[src/rtl/core/astg_sqrt_cell.sv]
module astg_sqrt_cell (
	input  logic        clk,
	input  logic        en,
	input  logic [65:0] rem_i,
	input  logic [32:0] root_i,
	input  logic [65:0] val_i,
	output logic [65:0] rem_o,
	output logic [32:0] root_o,
	output logic [65:0] val_o
);
	logic [67:0] trial;
	logic [67:0] rem_sh;

	always_comb begin
		rem_sh = {rem_i, val_i[65:64]};
		trial  = {rem_sh} - {33'd0, root_i, 2'b01};
	end

	always_ff @(posedge clk) begin
		if (en) begin
			if (!trial[67]) begin
				rem_o  <= trial[65:0];
				root_o <= {root_i[31:0], 1'b1};
			end else begin
				rem_o  <= rem_sh[65:0];
				root_o <= {root_i[31:0], 1'b0};
			end
			val_o <= {val_i[63:0], 2'b00};
		end
	end
endmodule

[config.mk]
export PLATFORM = sky130hd
export DESIGN_NAME = astg_sqrt_cell
export DESIGN_NICKNAME = d
export VERILOG_FILES = /design/src/rtl/core/astg_sqrt_cell.sv
export SDC_FILE = /design/constraint.sdc
export NUM_CORES = 1
export LEC_CHECK = 0
export BUFFER_PORTS_ARGS = -buffer_cell sky130_fd_sc_hd__buf_4
export CORE_ASPECT_RATIO = 1.25
export CORE_MARGIN = 2
export CORE_UTILIZATION = 49
export DETAILED_ROUTE_END_ITERATION = 6
export GPL_TIMING_DRIVEN = 1
export HOLD_SLACK_MARGIN = 0.05
export MAX_ROUTING_LAYER = met4
export PLACE_DENSITY = 0.8
export SETUP_SLACK_MARGIN = 0.15
export SLEW_MARGIN = 40
export SYNTH_ARGS = -nofsm -noshare
export SYNTH_HDL_FRONTEND = slang
export SYNTH_SLANG_ARGS = --single-unit
[constraint.sdc]
create_clock -name clk -period 5.3 [get_ports clk]
set_input_delay 0.795 -clock clk [delete_from_list [all_inputs] [get_ports clk]]
set_output_delay 0.795 -clock clk [all_outputs]
set_load 0.02 [all_outputs]
==> load_flow_metrics.sql <==
INSERT INTO impl_metrics (metric_group, metric, value, unit) VALUES
('grt', 'grt_pass1_vias', '6803', ''),
('place', 'detailed_place.area', '11000', 'sq um'),
('setup_path', 'timing.critical_path.cells', 'buf_4 -> or4_4 -> or3_1 -> or4_4 -> or2_2 -> a211oi_4 -> or3_2 -> clkinv_1 -> a32o_1', ''),
('die', 'floorplan.die.width', '120', 'um'),
('clocking', 'clock_slew_at_reported_path_ffs', '0.07', 'ns'),
('detailed_routing', 'avgRoutedWirePerCell', '18.3', 'um'),
('sta', 'setup_repair_after_global_routing_missed_its_margin', 'false', ''),
('power', 'share_comb_of_total_power', '22.4', '%'),
('yosys', 'post_synth_cell_types', '59', ''),
('setup_path', 'cp_top_family', 'simple AND/OR/NAND/NOR gates', ''),
('yosys', 'postSynthRegisterBits', '163', ''),
('die', 'die_area', '18000', 'sq um'),
('die', 'initial_core_utilization', '49.6', '%'),
('power', 'p_leak', '4.89', 'nW'),
('yosys', 'dominant_cells_by_area_after_synthesis', 'sky130_fd_sc_hd__edfxtp_1 (59%), sky130_fd_sc_hd__ha_1 (5.1%), sky130_fd_sc_hd__xnor2_1 (3.5%)', ''),
('clocking', 'quantity_of_hold_fixing_buffers_added_after_cts', '0', ''),
('yosys', 'yosys_synthesis_warning_count', '0', ''),
('sta', 'layout_setup_ws', '1.05', 'ns'),
('grt', 'grt_use_total', '26.1', '%'),
('power', 'pwr-share-seq', '43.3', '%'),
('setup_path', 'critPathMaxFanout', '36', ''),
('setup_path', 'critPathLaunch', 'rem_i[56]', ''),
('layout', 'postLayoutCellArea', '11600', 'sq um'),
('setup_path', 'worstSetupEndpointType', 'flop', ''),
('yosys', 'synth.most_common_cell', 'sky130_fd_sc_hd__edfxtp_1', ''),
('clocking', 'max-clock-path-buffers', '2', ''),
('grt', 'initial_antenna_violation_count', '1', ''),
('detailed_routing', 'drt_pre_antenna_iters', '4', ''),
('yosys', 'synthesis.instances', '714', ''),
('layout', 'layout.filler_cells', '1287', ''),
('setup_path', 'critical_path_cell_with_the_highest_stage_delay', 'sky130_fd_sc_hd__or4_4', ''),
('sta', 'tightest_slew', '0.715', 'ns'),
('setup_path', 'worstSetupPathType', 'in2reg', ''),
('setup_path', 'arrival', '4.43', 'ns'),
('clocking', 'cts-root-buf', 'sky130_fd_sc_hd__clkbuf_16', ''),
('setup_path', 'startpoint_type', 'input port', ''),
('detailed_routing', 'dr_total_vias', '6957', ''),
('outcome', 'run_status', 'finished, final reports clean', ''),
('setup_path', 'slowest_delay', '0.56', 'ns'),
('yosys', 'async_set_or_reset_register_ratio_after_synthesis', '0', '%'),
('sta', 'final_period_minus_worst_setup_slack', '4.25', 'ns'),
('place', 'place.gp.congestion', '0.911', ''),
('power', 'switching_share', '28.6', '%'),
('grt', 'wire_length_of_the_first_global_routing_pass', '34900', 'um'),
('detailed_routing', 'ant_nets', '0', ''),
('sta', 'slew-limit-headroom', '51.1', '%'),
('place', 'place.detailed.hpwl', '18000', 'um'),
('yosys', 'synth_seq_area_share', '59.0', '%'),
('clocking', 'tritoncts_sinks', '163', ''),
('setup_path', 'critical_path.most_common_cell', 'sky130_fd_sc_hd__or4_4', ''),
('yosys', 'count_of_flip_flops_with_a_built_in_enable_after_synthesis', '163', ''),
('place', 'dp_worst_setup_slack', '0.575', 'ns'),
('setup_path', 'critical_path.endpoint', 'rem_o[37]', ''),
('clocking', 'tritoncts.num_buffers', '17', ''),
('yosys', 'synth_area_leader_cell', 'sky130_fd_sc_hd__edfxtp_1', ''),
('setup_path', 'cp_num_buf_inv', '2', ''),
('setup_path', 'worstSetupPathDepth', '9', ''),
('clocking', 'cts_repair_resize_count', '0', ''),
('layout', 'final_layout_size_suffix_gt1_share', '36.2', '%'),
('die', 'die_y', '149', 'um'),
('clocking', 'post_cts.repair.setup_buffers', '0', ''),
('sta', 'final_hold_viol_count', '0', ''),
('layout', 'area_growth_syn_to_layout', '39.6', '%'),
('die', 'i_o_pin_cnt', '332', ''),
('yosys', 'synth_area', '8300', 'sq um'),
('power', 'cell_area_power_density', '316', 'nW/um^2'),
('detailed_routing', 'route.final.wire_length', '23400', 'um'),
('place', 'port_buffers', '329', ''),
('grt', 'grt_remaining_overflow', '0', ''),
('sta', 'finalSetupViolations', '0', ''),
('die', 'fp.coreArea', '16700', 'sq um');
## metal layers
layer / part of all wire (%) / vias up / track usage [%]
li1: - / 3328 / -
met5: 0 / - / -
met4: 2.4 / 0 / 8.55
met1: 35 / 3294 / 27.6
met3: 7.6 / 39 / 6.55
met2: 55 / 296 / 47.5
## registers in the layout, summed over array words and instances, names as in the netlist
register  cells
val_o        64
root_o       33
rem_o        66
## layout make-up
| cell class | count | area [sq um] | share of cell area [%] |
|---|---|---|---|
| Antenna cell | 1 | 2.50 | 0.0216 |
| Clock buffer | 18 | 429 | 3.70 |
| Clock inverter | 14 | 168 | 1.45 |
| Inverter | 48 | 180 | 1.56 |
| Multi-Input combinational cell | 475 | 3110 | 26.8 |
| Sequential cell | 163 | 4890 | 42.3 |
| Tap cell | 220 | 275 | 2.38 |
| Timing Repair Buffer | 336 | 2530 | 21.8 |
## power groups by stage
stage          sequential [mW]  combinational [mW]  clock, mW
6_report                  1.59               0.821       1.26
5_1_grt                   1.60               0.882       1.32
4_1_cts                   1.59               0.823       1.27
3_5_place_dp              1.62               0.818          0
3_3_place_gp              1.61               0.804          0
2_1_floorplan             1.77               0.278          0
## worst min-delay path by stage
stage / cells past startpoint / start / to / slack (ns)
2_1_floorplan: 0 / root_i[9] / root_o[10] / 0.89
3_3_place_gp: 1 / val_i[60] / val_o[62] / 0.97
3_5_place_dp: 1 / val_i[30] / val_o[32] / 0.97
4_1_cts: 1 / val_i[57] / val_o[59] / 0.53
5_1_grt: 1 / val_i[7] / val_o[9] / 0.52
6_report: 1 / val_i[8] / val_o[10] / 0.54
## metrics by stage
step	power, mW	hold WS, ns	util, %
4_1_cts	3.69	0.529	69.3
3_5_place_dp	2.43	0.974	65.7
3_3_place_gp	2.42	0.973	65.7
6_report	3.67	0.542	69.3
5_1_grt	3.80	0.516	69.3
2_1_floorplan	2.04	0.894	-
## cells by family (layout without fill, tap and decap cells)
group,after synthesis,after routing,synth area share [%]
flops,163,163,59.0
buf+inv,77,416,3.71
other cells,1,3,0.0452
xor+xnor,55,55,5.81
mux,1,1,0.136
simple gates,226,226,13.8
compound gates,157,157,12.4
fa+ha+maj,34,34,5.13
## cells in the final DEF, fill, tap and decap left out, types with 11 or more instances in the layout
cell type | netlist | routed
sky130_fd_sc_hd__nand4_1 | 18 | 18
sky130_fd_sc_hd__clkbuf_16 | 0 | 17
sky130_fd_sc_hd__a21o_1 | 11 | 11
sky130_fd_sc_hd__ha_1 | 34 | 34
sky130_fd_sc_hd__nand3_1 | 22 | 22
sky130_fd_sc_hd__xnor2_1 | 33 | 33
sky130_fd_sc_hd__inv_1 | 47 | 47
sky130_fd_sc_hd__edfxtp_1 | 163 | 163
sky130_fd_sc_hd__buf_4 | 3 | 334
sky130_fd_sc_hd__nor3_1 | 19 | 19
sky130_fd_sc_hd__nor2_1 | 34 | 34
sky130_fd_sc_hd__nand2_1 | 70 | 70
sky130_fd_sc_hd__o211ai_1 | 11 | 11
sky130_fd_sc_hd__xor2_1 | 22 | 22
sky130_fd_sc_hd__o21ai_0 | 45 | 45
sky130_fd_sc_hd__a21oi_1 | 37 | 37
Power figures use the tool's default switching activity.
