**src/rtl/core/astg_pkg.sv**
```systemverilog
package astg_pkg;

	localparam int MAX_LOG2_DEF      = 10;
	localparam int ANGLE_BITS_DEF    = 16;
	localparam int CORDIC_STAGES_DEF = 16;
	localparam int ATAN_ENTRIES      = 24;
	localparam int ROOT_BITS         = 33;
	localparam int ISQRT_STEPS       = 33;
	localparam int CFG_ADDR_W        = 2;
	localparam int CFG_DATA_W        = 40;
	localparam logic [34:0] CORDIC_START = 35'sd652032874;

	typedef enum logic [CFG_ADDR_W-1:0] {
		REG_GRID_LOG2 = 2'd0,
		REG_STEP_X    = 2'd1,
		REG_STEP_Y    = 2'd2,
		REG_Z_LAMBDA  = 2'd3
	} cfg_reg_t;

	function automatic logic [31:0] atan_turn(input int idx);
		logic [31:0] r;
		begin
			unique case (idx)
				0: r = 32'd536870912;
				1: r = 32'd316933406;
				2: r = 32'd167458907;
				3: r = 32'd85004756;
				4: r = 32'd42667331;
				5: r = 32'd21354465;
				6: r = 32'd10679838;
				7: r = 32'd5340245;
				8: r = 32'd2670163;
				9: r = 32'd1335087;
				10: r = 32'd667544;
				11: r = 32'd333772;
				12: r = 32'd166886;
				13: r = 32'd83443;
				14: r = 32'd41722;
				15: r = 32'd20861;
				16: r = 32'd10430;
				17: r = 32'd5215;
				18: r = 32'd2608;
				19: r = 32'd1304;
				20: r = 32'd652;
				21: r = 32'd326;
				22: r = 32'd163;
				23: r = 32'd81;
				default: r = 32'd0;
			endcase
			return r;
		end
	endfunction

endpackage

```
**src/rtl/core/astg_cordic_cell.sv**
```systemverilog
module astg_cordic_cell #(
	parameter int SHIFT = 0
) (
	input  logic               clk,
	input  logic               en,
	input  logic signed [34:0] x_i,
	input  logic signed [34:0] y_i,
	input  logic signed [33:0] z_i,
	output logic signed [34:0] x_o,
	output logic signed [34:0] y_o,
	output logic signed [33:0] z_o
);
	import astg_pkg::*;

	logic signed [33:0] at;

	always_comb at = $signed({2'b00, atan_turn(SHIFT)});

	always_ff @(posedge clk) begin
		if (en) begin
			if (!z_i[33]) begin
				x_o <= x_i - (y_i >>> SHIFT);
				y_o <= y_i + (x_i >>> SHIFT);
				z_o <= z_i - at;
			end else begin
				x_o <= x_i + (y_i >>> SHIFT);
				y_o <= y_i - (x_i >>> SHIFT);
				z_o <= z_i + at;
			end
		end
	end
endmodule

```
**config.mk**
```make
export PLATFORM = sky130hd
export DESIGN_NAME = astg_cordic_cell
export DESIGN_NICKNAME = d
export VERILOG_FILES = /design/src/rtl/core/astg_pkg.sv /design/src/rtl/core/astg_cordic_cell.sv
export SDC_FILE = /design/constraint.sdc
export NUM_CORES = 1
export LEC_CHECK = 0
export BUFFER_PORTS_ARGS = -buffer_cell sky130_fd_sc_hd__buf_4
export CAP_MARGIN = 25
export CORE_MARGIN = 1
export CORE_UTILIZATION = 61
export CTS_CLUSTER_SIZE = 24
export DETAILED_ROUTE_END_ITERATION = 8
export GPL_ROUTABILITY_DRIVEN = 0
export PLACE_DENSITY = 0.91
export SLEW_MARGIN = 20
export SYNTH_ARGS = -nofsm -noshare
export SYNTH_HDL_FRONTEND = slang
export SYNTH_SLANG_ARGS = --single-unit
```
**constraint.sdc**
```tcl
create_clock -name clk -period 4.3 [get_ports clk]
set_input_delay 0.645 -clock clk [delete_from_list [all_inputs] [get_ports clk]]
set_output_delay 0.645 -clock clk [all_outputs]
set_load 0.05 [all_outputs]
```
==> impl_metrics.toml, run 1 <==
[clocking]
cts.sinks = 103
cts-buffers-inserted = 9
clk_pin_slew_ns = 0.07
cts_tree = "done"
cts-resized-gates = 0
htree_levels = 3
clockBufferDepth = 2
cts_root_buffer = "clkbuf_16"
ctsHoldBuffers = 0
postCtsSetupRepairBufs = 0

[die]
start_util_pct = 63.2
fp.dieW_um = 128
die_area_um2 = 16400
core_area_um2 = 15400
rows = 45
pin_count = 210
die_y_um = 128

[cells_and_area]
design_area_um2 = 11700
nNetsFinal = 1519
seq_area_um2 = 3090
mostFrequentLayoutCell = "buf_4"
nFillCells = 1098
final_cell_mix = "218 x buf_4, 132 x a21oi_1, 110 x inv_1"
areaGrowthSynthToFinish_pct = 20.8
diodes = 0
multi_input_area_um2 = 5990
drive_above_1_share_pct = 19.7

[critical_path]
startpoint_type = "input port"
cp_data_arrival_time_ns = 3.81
crit_fanout = 16
criticalPathCategory = "input port to flop"
cp-end-kind = "flop"
max_stage_delay_ns = 0.73
required_ns = 4.40
cp_slowest_cell = "a2111oi_0"
path_cells = "buf_4, inv_1, ha_1, or3_1, or3_4, a21oi_4, o21ai_2, a2111oi_0, o22a_2, or4_1, nand4_1"

[synthesis]
ys_types = 78
synth-main-ff-cell = "edfxtp_1"
synth_edf_count = 103
synthesis.nets = 1339
synth_area_um2 = 9710
netlist_instances = 1122
ys_seq_area_share_pct = 31.9
ys_seq_elements = 103
ys_warn_count = 0
synth-async-reset-ratio_pct = 0
syn_avg_cell_area_um2 = 8.65

[sta]
finalCritPeriodShare_pct = 86.2
slew_violations = 0
tightest_slew_ns = 1.02
setup_viol = 0
slew_headroom_pct = 32.0
layout_min_cycle_time_ns = 3.71
rsz0062_at_grt = "false"
hold_violations = 0
max_clock_freq_mhz = 270
setup_tns_ns = 0
setup_ws_ns = 0.593

[min_path]
holdCritStartpoint = "z_i[16]"
hold_path_class = "input port to flop"
worst_hold_path.endpoint = "z_o[16]$_DFFE_PP_"
holdPathStages = 1

[place]
dp_hpwl_mm = 22.5
placed_area_um2 = 11400
dp_worst_setup_slack_ns = 0.474
io_buffers = 209

[global_route]
grt_util_all_layers_pct = 35.4
grt_pass1_wl_mm = 45.2
antenna_found_initial = 0
grt_overflow = 0
grt_max_degree = 99
grt_pass1_vias = 8929

[route]
drc = 0
ant_nets = 0
via_count = 9825
totalWireLength_mm = 29.2
drt-initial-drc-count = 1345
vias_per_cell = 6.47
detail_route.wl_per_cell_um = 19.2
drtPass1Iterations = 8

[power]
power_uw = 4130
power_frac_comb_pct = 45.1
p_leak_uw = 0.00515
pwr-share-clk_pct = 22.2
p_switching_uw = 1710
p_int_uw = 2420
power_frac_seq_pct = 32.6
irDropWorstVdd_mv = 0.199
powerDensity_nw_per_um2 = 352
switching_share_pct = 41.4

[outcome]
status = "finished, final reports clean"

[run]
drv_cap = 0
## worst max-delay path: cells and delay by family
family,cells,cell delay (ns)
buf+inv,2,0.14
simple gates,4,1.10
fa+ha+maj,1,0.51
compound gates,4,1.41
## registers in the layout, indices dropped and copies added (netlist names)
name and count:
x_o 35, y_o 34, z_o 34
## layer usage
| metal | global-route usage [%] | wire length (um) | vias to the layer above |
|---|---|---|---|
| li1 | - | - | 4442 |
| met1 | 45.3 | 11100 | 4465 |
| met2 | 56.7 | 13100 | 772 |
| met3 | 7.89 | 3610 | 146 |
| met4 | 16.7 | 1340 | 0 |
| met5 | 0 | 0 | - |
## synth_stat cells (all sizes together) (3+ instances only)
cell	count	area, um2
nor2b	13	81.3
nand3	19	95.1
nand2	75	282
ha	107	1340
o211ai	11	82.6
nand4	13	81.3
nor4	10	83.8
a31oi	10	62.6
clkbuf	25	93.8
a21oi	135	694
o2111ai	7	61.3
nand2b	14	87.6
a311oi	4	35.0
o311ai	3	26.3
xnor2	61	534
inv	111	417
o21bai	26	195
nor2	74	278
a211o	8	70.1
o31ai	8	65.1
o21ai	90	454
edfxtp	103	3090
o221ai	10	93.8
a221oi	5	50.0
nor3	27	140
a2111oi	3	45.1
o21a	10	75.1
mux2i	9	90.1
a21boi	5	37.5
xor2	5	43.8
fa	4	80.1
buf	24	110
a21o	26	195
or2	5	31.3
and3	4	25.0
or3	9	61.3
a211oi	15	118
## kinds of logic (layout without fill, tap and decap cells)
group                      Yosys count  after routing  synth area share (%)
adders and majority gates          111            111                  14.6
buffers and inverters              162            347                  6.47
xor gates and xnor gates            66             66                  5.96
muxes                               10             10                  1.04
AOI/OAI and AO/OA                  399            399                  26.5
DFF                                103            103                  31.9
and+or+nand+nor                    271            271                  13.5
## how the worst max path moves through the flow
stage | slack (ns) | from | endpoint | cells after the start
2_1_floorplan | 1.15 | x_i[9] | y_o[26]$_DFFE_PP_ | 10
3_3_place_gp | 0.51 | x_i[9] | x_o[34]$_DFFE_PP_ | 11
3_5_place_dp | 0.47 | x_i[9] | x_o[34]$_DFFE_PP_ | 11
4_1_cts | 0.77 | x_i[9] | x_o[34]$_DFFE_PP_ | 11
5_1_grt | 0.48 | x_i[9] | y_o[34]$_DFFE_PP_ | 11
6_report | 0.59 | x_i[9] | y_o[34]$_DFFE_PP_ | 11
## cell type report
class	instances	area share, %
Clock buffer	10	1.95
Clock inverter	6	0.779
Inverter	113	3.62
Multi-Input combinational cell	857	51.1
Sequential cell	103	26.4
Tap cell	211	2.25
Timing Repair Buffer	218	14.0
## stage by stage
step                cells  hold slack (ns)  util, %
finish               1518            0.456     76.3
global route         1518            0.451     76.3
CTS                  1518            0.453     76.3
detailed placement   1502            0.824     74.2
global placement     1502            0.823     74.2
floorplan            1122            0.744        -
## power by group through the flow
| stage | logic [uW] | registers (uW) | clock network, uW |
|---|---|---|---|
| floorplan | 758 | 1870 | 0 |
| global placement | 1790 | 1370 | 0 |
| detailed placement | 1820 | 1370 | 0 |
| CTS | 1830 | 1350 | 917 |
| global route | 1960 | 1360 | 953 |
| finish | 1860 | 1350 | 919 |
Note: power is estimated with default switching activity, not from simulation.
==> inputs of run 2 (changes only) <==
--- a/config.mk
+++ b/config.mk
@@ -8,11 +8,11 @@
 export BUFFER_PORTS_ARGS = -buffer_cell sky130_fd_sc_hd__buf_4
 export CAP_MARGIN = 25
 export CORE_MARGIN = 1
-export CORE_UTILIZATION = 61
+export CORE_UTILIZATION = 45
 export CTS_CLUSTER_SIZE = 24
 export DETAILED_ROUTE_END_ITERATION = 8
 export GPL_ROUTABILITY_DRIVEN = 0
-export PLACE_DENSITY = 0.91
+export PLACE_DENSITY = 0.71
 export SLEW_MARGIN = 20
 export SYNTH_ARGS = -nofsm -noshare
 export SYNTH_HDL_FRONTEND = slang
==> run 2 against run 1 <==
Net effect: global-route usage fell by 8.9 points; worst hold slack improved by 0.0042 ns; worst setup slack improved by 0.11 ns; clock power fell by 9.8%; final cell count rose by 4.5%; critical path depth did not move; power fell by 2.3%; via count fell by 4.5%; combinational power barely moved; routed wire length rose by 1.8%; largest power group unchanged.
==> impl_metrics.toml, run 2 (synthesis results as in run 1) <==
[cells_and_area]
drive_above_1_share_pct = 20.0
reg_top3 = "x_o x35, y_o x34, z_o x34"
seq_area_um2 = 3090
top_register = "x_o"
areaGrowthSynthToFinish_pct = 21.5
nNetsFinal = 1523
nFillCells = 1970
mostFrequentLayoutCell = "buf_4"
multi_input_area_um2 = 5990
final_cell_mix = "222 x buf_4, 132 x a21oi_1, 110 x inv_1"
largest_reg_flops = 35
diodes = 0
design_area_um2 = 11800

[clocking]
htree_levels = 3
cts_tree = "done"
cts-resized-gates = 0
cts-buffers-inserted = 9
clockBufferDepth = 2
cts.sinks = 103
cts_root_buffer = "clkbuf_16"
ctsHoldBuffers = 0
postCtsSetupRepairBufs = 0
clk_pin_slew_ns = 0.07

[route]
drt-initial-drc-count = 1064
totalWireLength_mm = 29.7
drtPass1Iterations = 5
vias_per_cell = 5.92
via_count = 9386
ant_nets = 0
drc = 0
detail_route.wl_per_cell_um = 18.7

[run]
drv_cap = 0

[critical_path]
required_ns = 4.40
max_stage_delay_ns = 0.72
criticalPathCategory = "input port to flop"
cp-end-kind = "flop"
path_cells = "buf_4, inv_1, ha_1, or3_1, or3_4, a21oi_4, o21ai_2, a2111oi_0, o22a_2, a221o_1, nor3_2"
cp_slowest_cell = "a2111oi_0"
startpoint_type = "input port"
cp_data_arrival_time_ns = 3.69
crit_fanout = 16

[sta]
slew_violations = 0
finalCritPeriodShare_pct = 83.5
max_clock_freq_mhz = 278
tightest_slew_ns = 0.802
setup_viol = 0
setup_tns_ns = 0
hold_violations = 0
layout_min_cycle_time_ns = 3.59
rsz0062_at_grt = "false"
slew_headroom_pct = 45.9

[global_route]
grt_pass1_wl_mm = 46.0
grt_max_degree = 71
grt_overflow = 0
grt_pass1_vias = 8685
grt_util_all_layers_pct = 26.4
antenna_found_initial = 0

[die]
die_y_um = 149
pin_count = 210
die_area_um2 = 22200
core_area_um2 = 21100
start_util_pct = 46.0
rows = 53
fp.dieW_um = 149

[min_path]
hold_path_class = "input port to flop"

[outcome]
status = "finished, final reports clean"

[place]
placed_area_um2 = 11500
dp_hpwl_mm = 23.1
io_buffers = 209

[power]
p_leak_uw = 0.00516
powerDensity_nw_per_um2 = 342
irDropWorstVdd_mv = 0.196
==> run 2: cell types whose count changed in the layout (fill, tap and decap cells not counted) <==
cell and delta:
clkinv_2 +1, clkbuf_1 -1, inv_8 +1, buf_4 +4, clkinv_4 +2, bufinv_16 -2, inv_6 -1
==> run 2: cell type report <==
type / instances / area share, %
Tap cell: 275 / 2.92
Multi-Input combinational cell: 857 / 50.7
Clock buffer: 9 / 1.91
Inverter: 113 / 3.60
Timing Repair Buffer: 222 / 14.1
Clock inverter: 7 / 0.477
Sequential cell: 103 / 26.2
==> run 2: final timing paths <==
path	slack, ns	cells after the start	startpoint	end
setup / recovery	0.71	11	x_i[9]	x_o[34]$_DFFE_PP_
hold / removal	0.46	1	z_i[26]	z_o[26]$_DFFE_PP_
==> run 2: per-stage QoR <==
stage          setup slack [ns]  hold WS, ns  utilization (%)  total power (uW)  instances
6_report                  0.708        0.460             55.9              4040       1586
3_3_place_gp              0.511        0.823             54.6              3190       1570
5_1_grt                   0.554        0.449             55.9              4210       1586
2_1_floorplan              1.15        0.744                -              2620       1122
4_1_cts                   0.874        0.451             55.9              4040       1586
3_5_place_dp              0.525        0.824             54.6              3200       1570
==> run 2: critical path: cells and delay by family <==
kind            cells  cell delay (ns)
simple gates        3             0.90
compound gates      5             1.52
fa+ha+maj           1             0.51
buf+inv             2             0.13
==> run 2: routing by layer <==
metal	GRT usage, %	wire, um
met5	0	0
met4	8.16	735
met3	4.10	2830
met2	41.5	13200
met1	37.1	13000
==> run 2: where the power goes <==
part / total [uW] / internal (uW) / switching [uW]
clock: 829 / 402 / 427
sequential: 1350 / 1300 / 49.4
combinational: 1860 / 610 / 1250
total: 4040 / 2310 / 1730
==> inputs of run 3 (changes only) <==
==> constraint.sdc (replaced) <==
create_clock -name clk -period 3.75 [get_ports clk]
set_input_delay 0.5625 -clock clk [delete_from_list [all_inputs] [get_ports clk]]
set_output_delay 0.5625 -clock clk [all_outputs]
set_load 0.05 [all_outputs]
==> run 3 against run 2 <==
Net effect: critical path depth is the same; sequential cell count is the same; via count grew 1.6%; clock power grew 22%; cell area grew 2.6%; routed wire length grew 1.9%; critical path type unchanged.
==> impl_metrics.toml, run 3 (synthesis results as in run 1) <==
[outcome]
status = "finished, final reports clean"

[die]
die_area_um2 = 22200
fp.dieW_um = 149
core_area_um2 = 21100
die_y_um = 149
pin_count = 210
start_util_pct = 46.0
rows = 53

[clocking]
cts_root_buffer = "clkbuf_16"
cts-buffers-inserted = 9
cts.sinks = 103
cts_tree = "done"
ctsHoldBuffers = 0
htree_levels = 3
cts-resized-gates = 0
postCtsSetupRepairBufs = 0
clockBufferDepth = 2
clk_pin_slew_ns = 0.07

[cells_and_area]
areaGrowthSynthToFinish_pct = 24.7
final_cell_mix = "258 x buf_4, 132 x a21oi_1, 110 x inv_1"
largest_reg_flops = 35
top_register = "x_o"
drive_above_1_share_pct = 22.1
nNetsFinal = 1560
reg_top3 = "x_o x35, y_o x34, z_o x34"
mostFrequentLayoutCell = "buf_4"
design_area_um2 = 12100
diodes = 0
fin_util_pct = 57.4

[global_route]
grt_pass1_vias = 8885
grt_util_all_layers_pct = 26.9
grt_pass1_wl_mm = 46.5
antenna_found_initial = 0
grt_overflow = 0
grt_max_degree = 71

[sta]
whs_ns = 0.372
slew_violations = 0
tightest_slew_ns = 0.757
setup_viol = 0
setup_ws_ns = 0.608
max_clock_freq_mhz = 318
setup_tns_ns = 0
slew_headroom_pct = 49.5
layout_min_cycle_time_ns = 3.14
hold_violations = 0
finalCritPeriodShare_pct = 83.8
rsz0062_at_grt = "false"

[route]
ant_nets = 0
vias_per_cell = 5.88
drt-initial-drc-count = 1157
via_count = 9539
drc = 0
drtPass1Iterations = 8
totalWireLength_mm = 30.3
detail_route.wl_per_cell_um = 18.7

[power]
p_leak_uw = 0.00535
powerDensity_nw_per_um2 = 392
irDropWorstVdd_mv = 0.212

[critical_path]
max_stage_delay_ns = 0.41
startpoint_type = "input port"
path_cells = "buf_4, inv_1, ha_1, or3_1, or3_1, a211oi_2, o2111ai_1, a21boi_0, o21ai_0, o211ai_1, xnor2_1"
cp_slowest_cell = "a21boi_0"
cp-end-kind = "flop"
cp_common_cell = "or3_1"
criticalPathCategory = "input port to flop"
crit_fanout = 6
path_delay_family = "compound AO/OA/AOI/OAI gates"
required_ns = 3.86
crit_buf_inv = 2
cp_data_arrival_time_ns = 3.25

[place]
dp_hpwl_mm = 24.0
placed_area_um2 = 11800
dp_worst_setup_slack_ns = 0.261
io_buffers = 209

[min_path]
hold_path_class = "input port to flop"

[run]
drv_cap = 0
## run 3: routing by layer
metal / vias to the layer above / wire length (um) / global-route usage [%]
met2: 559 / 13100 / 41.6
met3: 78 / 2910 / 5.20
met5: - / 0 / 0
met4: 0 / 1010 / 10.1
li1: 4501 / - / -
met1: 4401 / 13300 / 37.2
## run 3: final timing paths
| kind | start | end | depth (start not counted) |
|---|---|---|---|
| setup / recovery | x_i[8] | x_o[33]$_DFFE_PP_ | 11 |
| hold / removal | z_i[1] | z_o[1]$_DFFE_PP_ | 1 |
## run 3: per-stage QoR
stage,power [uW],std cells
final,4740,1623
after detailed placement,3730,1607
after global placement,3710,1607
after CTS,4740,1623
after global routing,4930,1623
after floorplan,3010,1122
## run 3: report_power, final
group / switching (uW) / internal, uW
clock network: 479 / 527
registers: 56.2 / 1490
logic: 1450 / 743
total: 1980 / 2760
## run 3: cell type report
class                           count  area (um2)
Inverter                          113         424
Tap cell                          275         344
Clock inverter                      5        65.1
Clock buffer                       11         233
Timing Repair Buffer              259        1960
Sequential cell                   103        3090
Fill cell                        1988        8990
Multi-Input combinational cell    857        5990
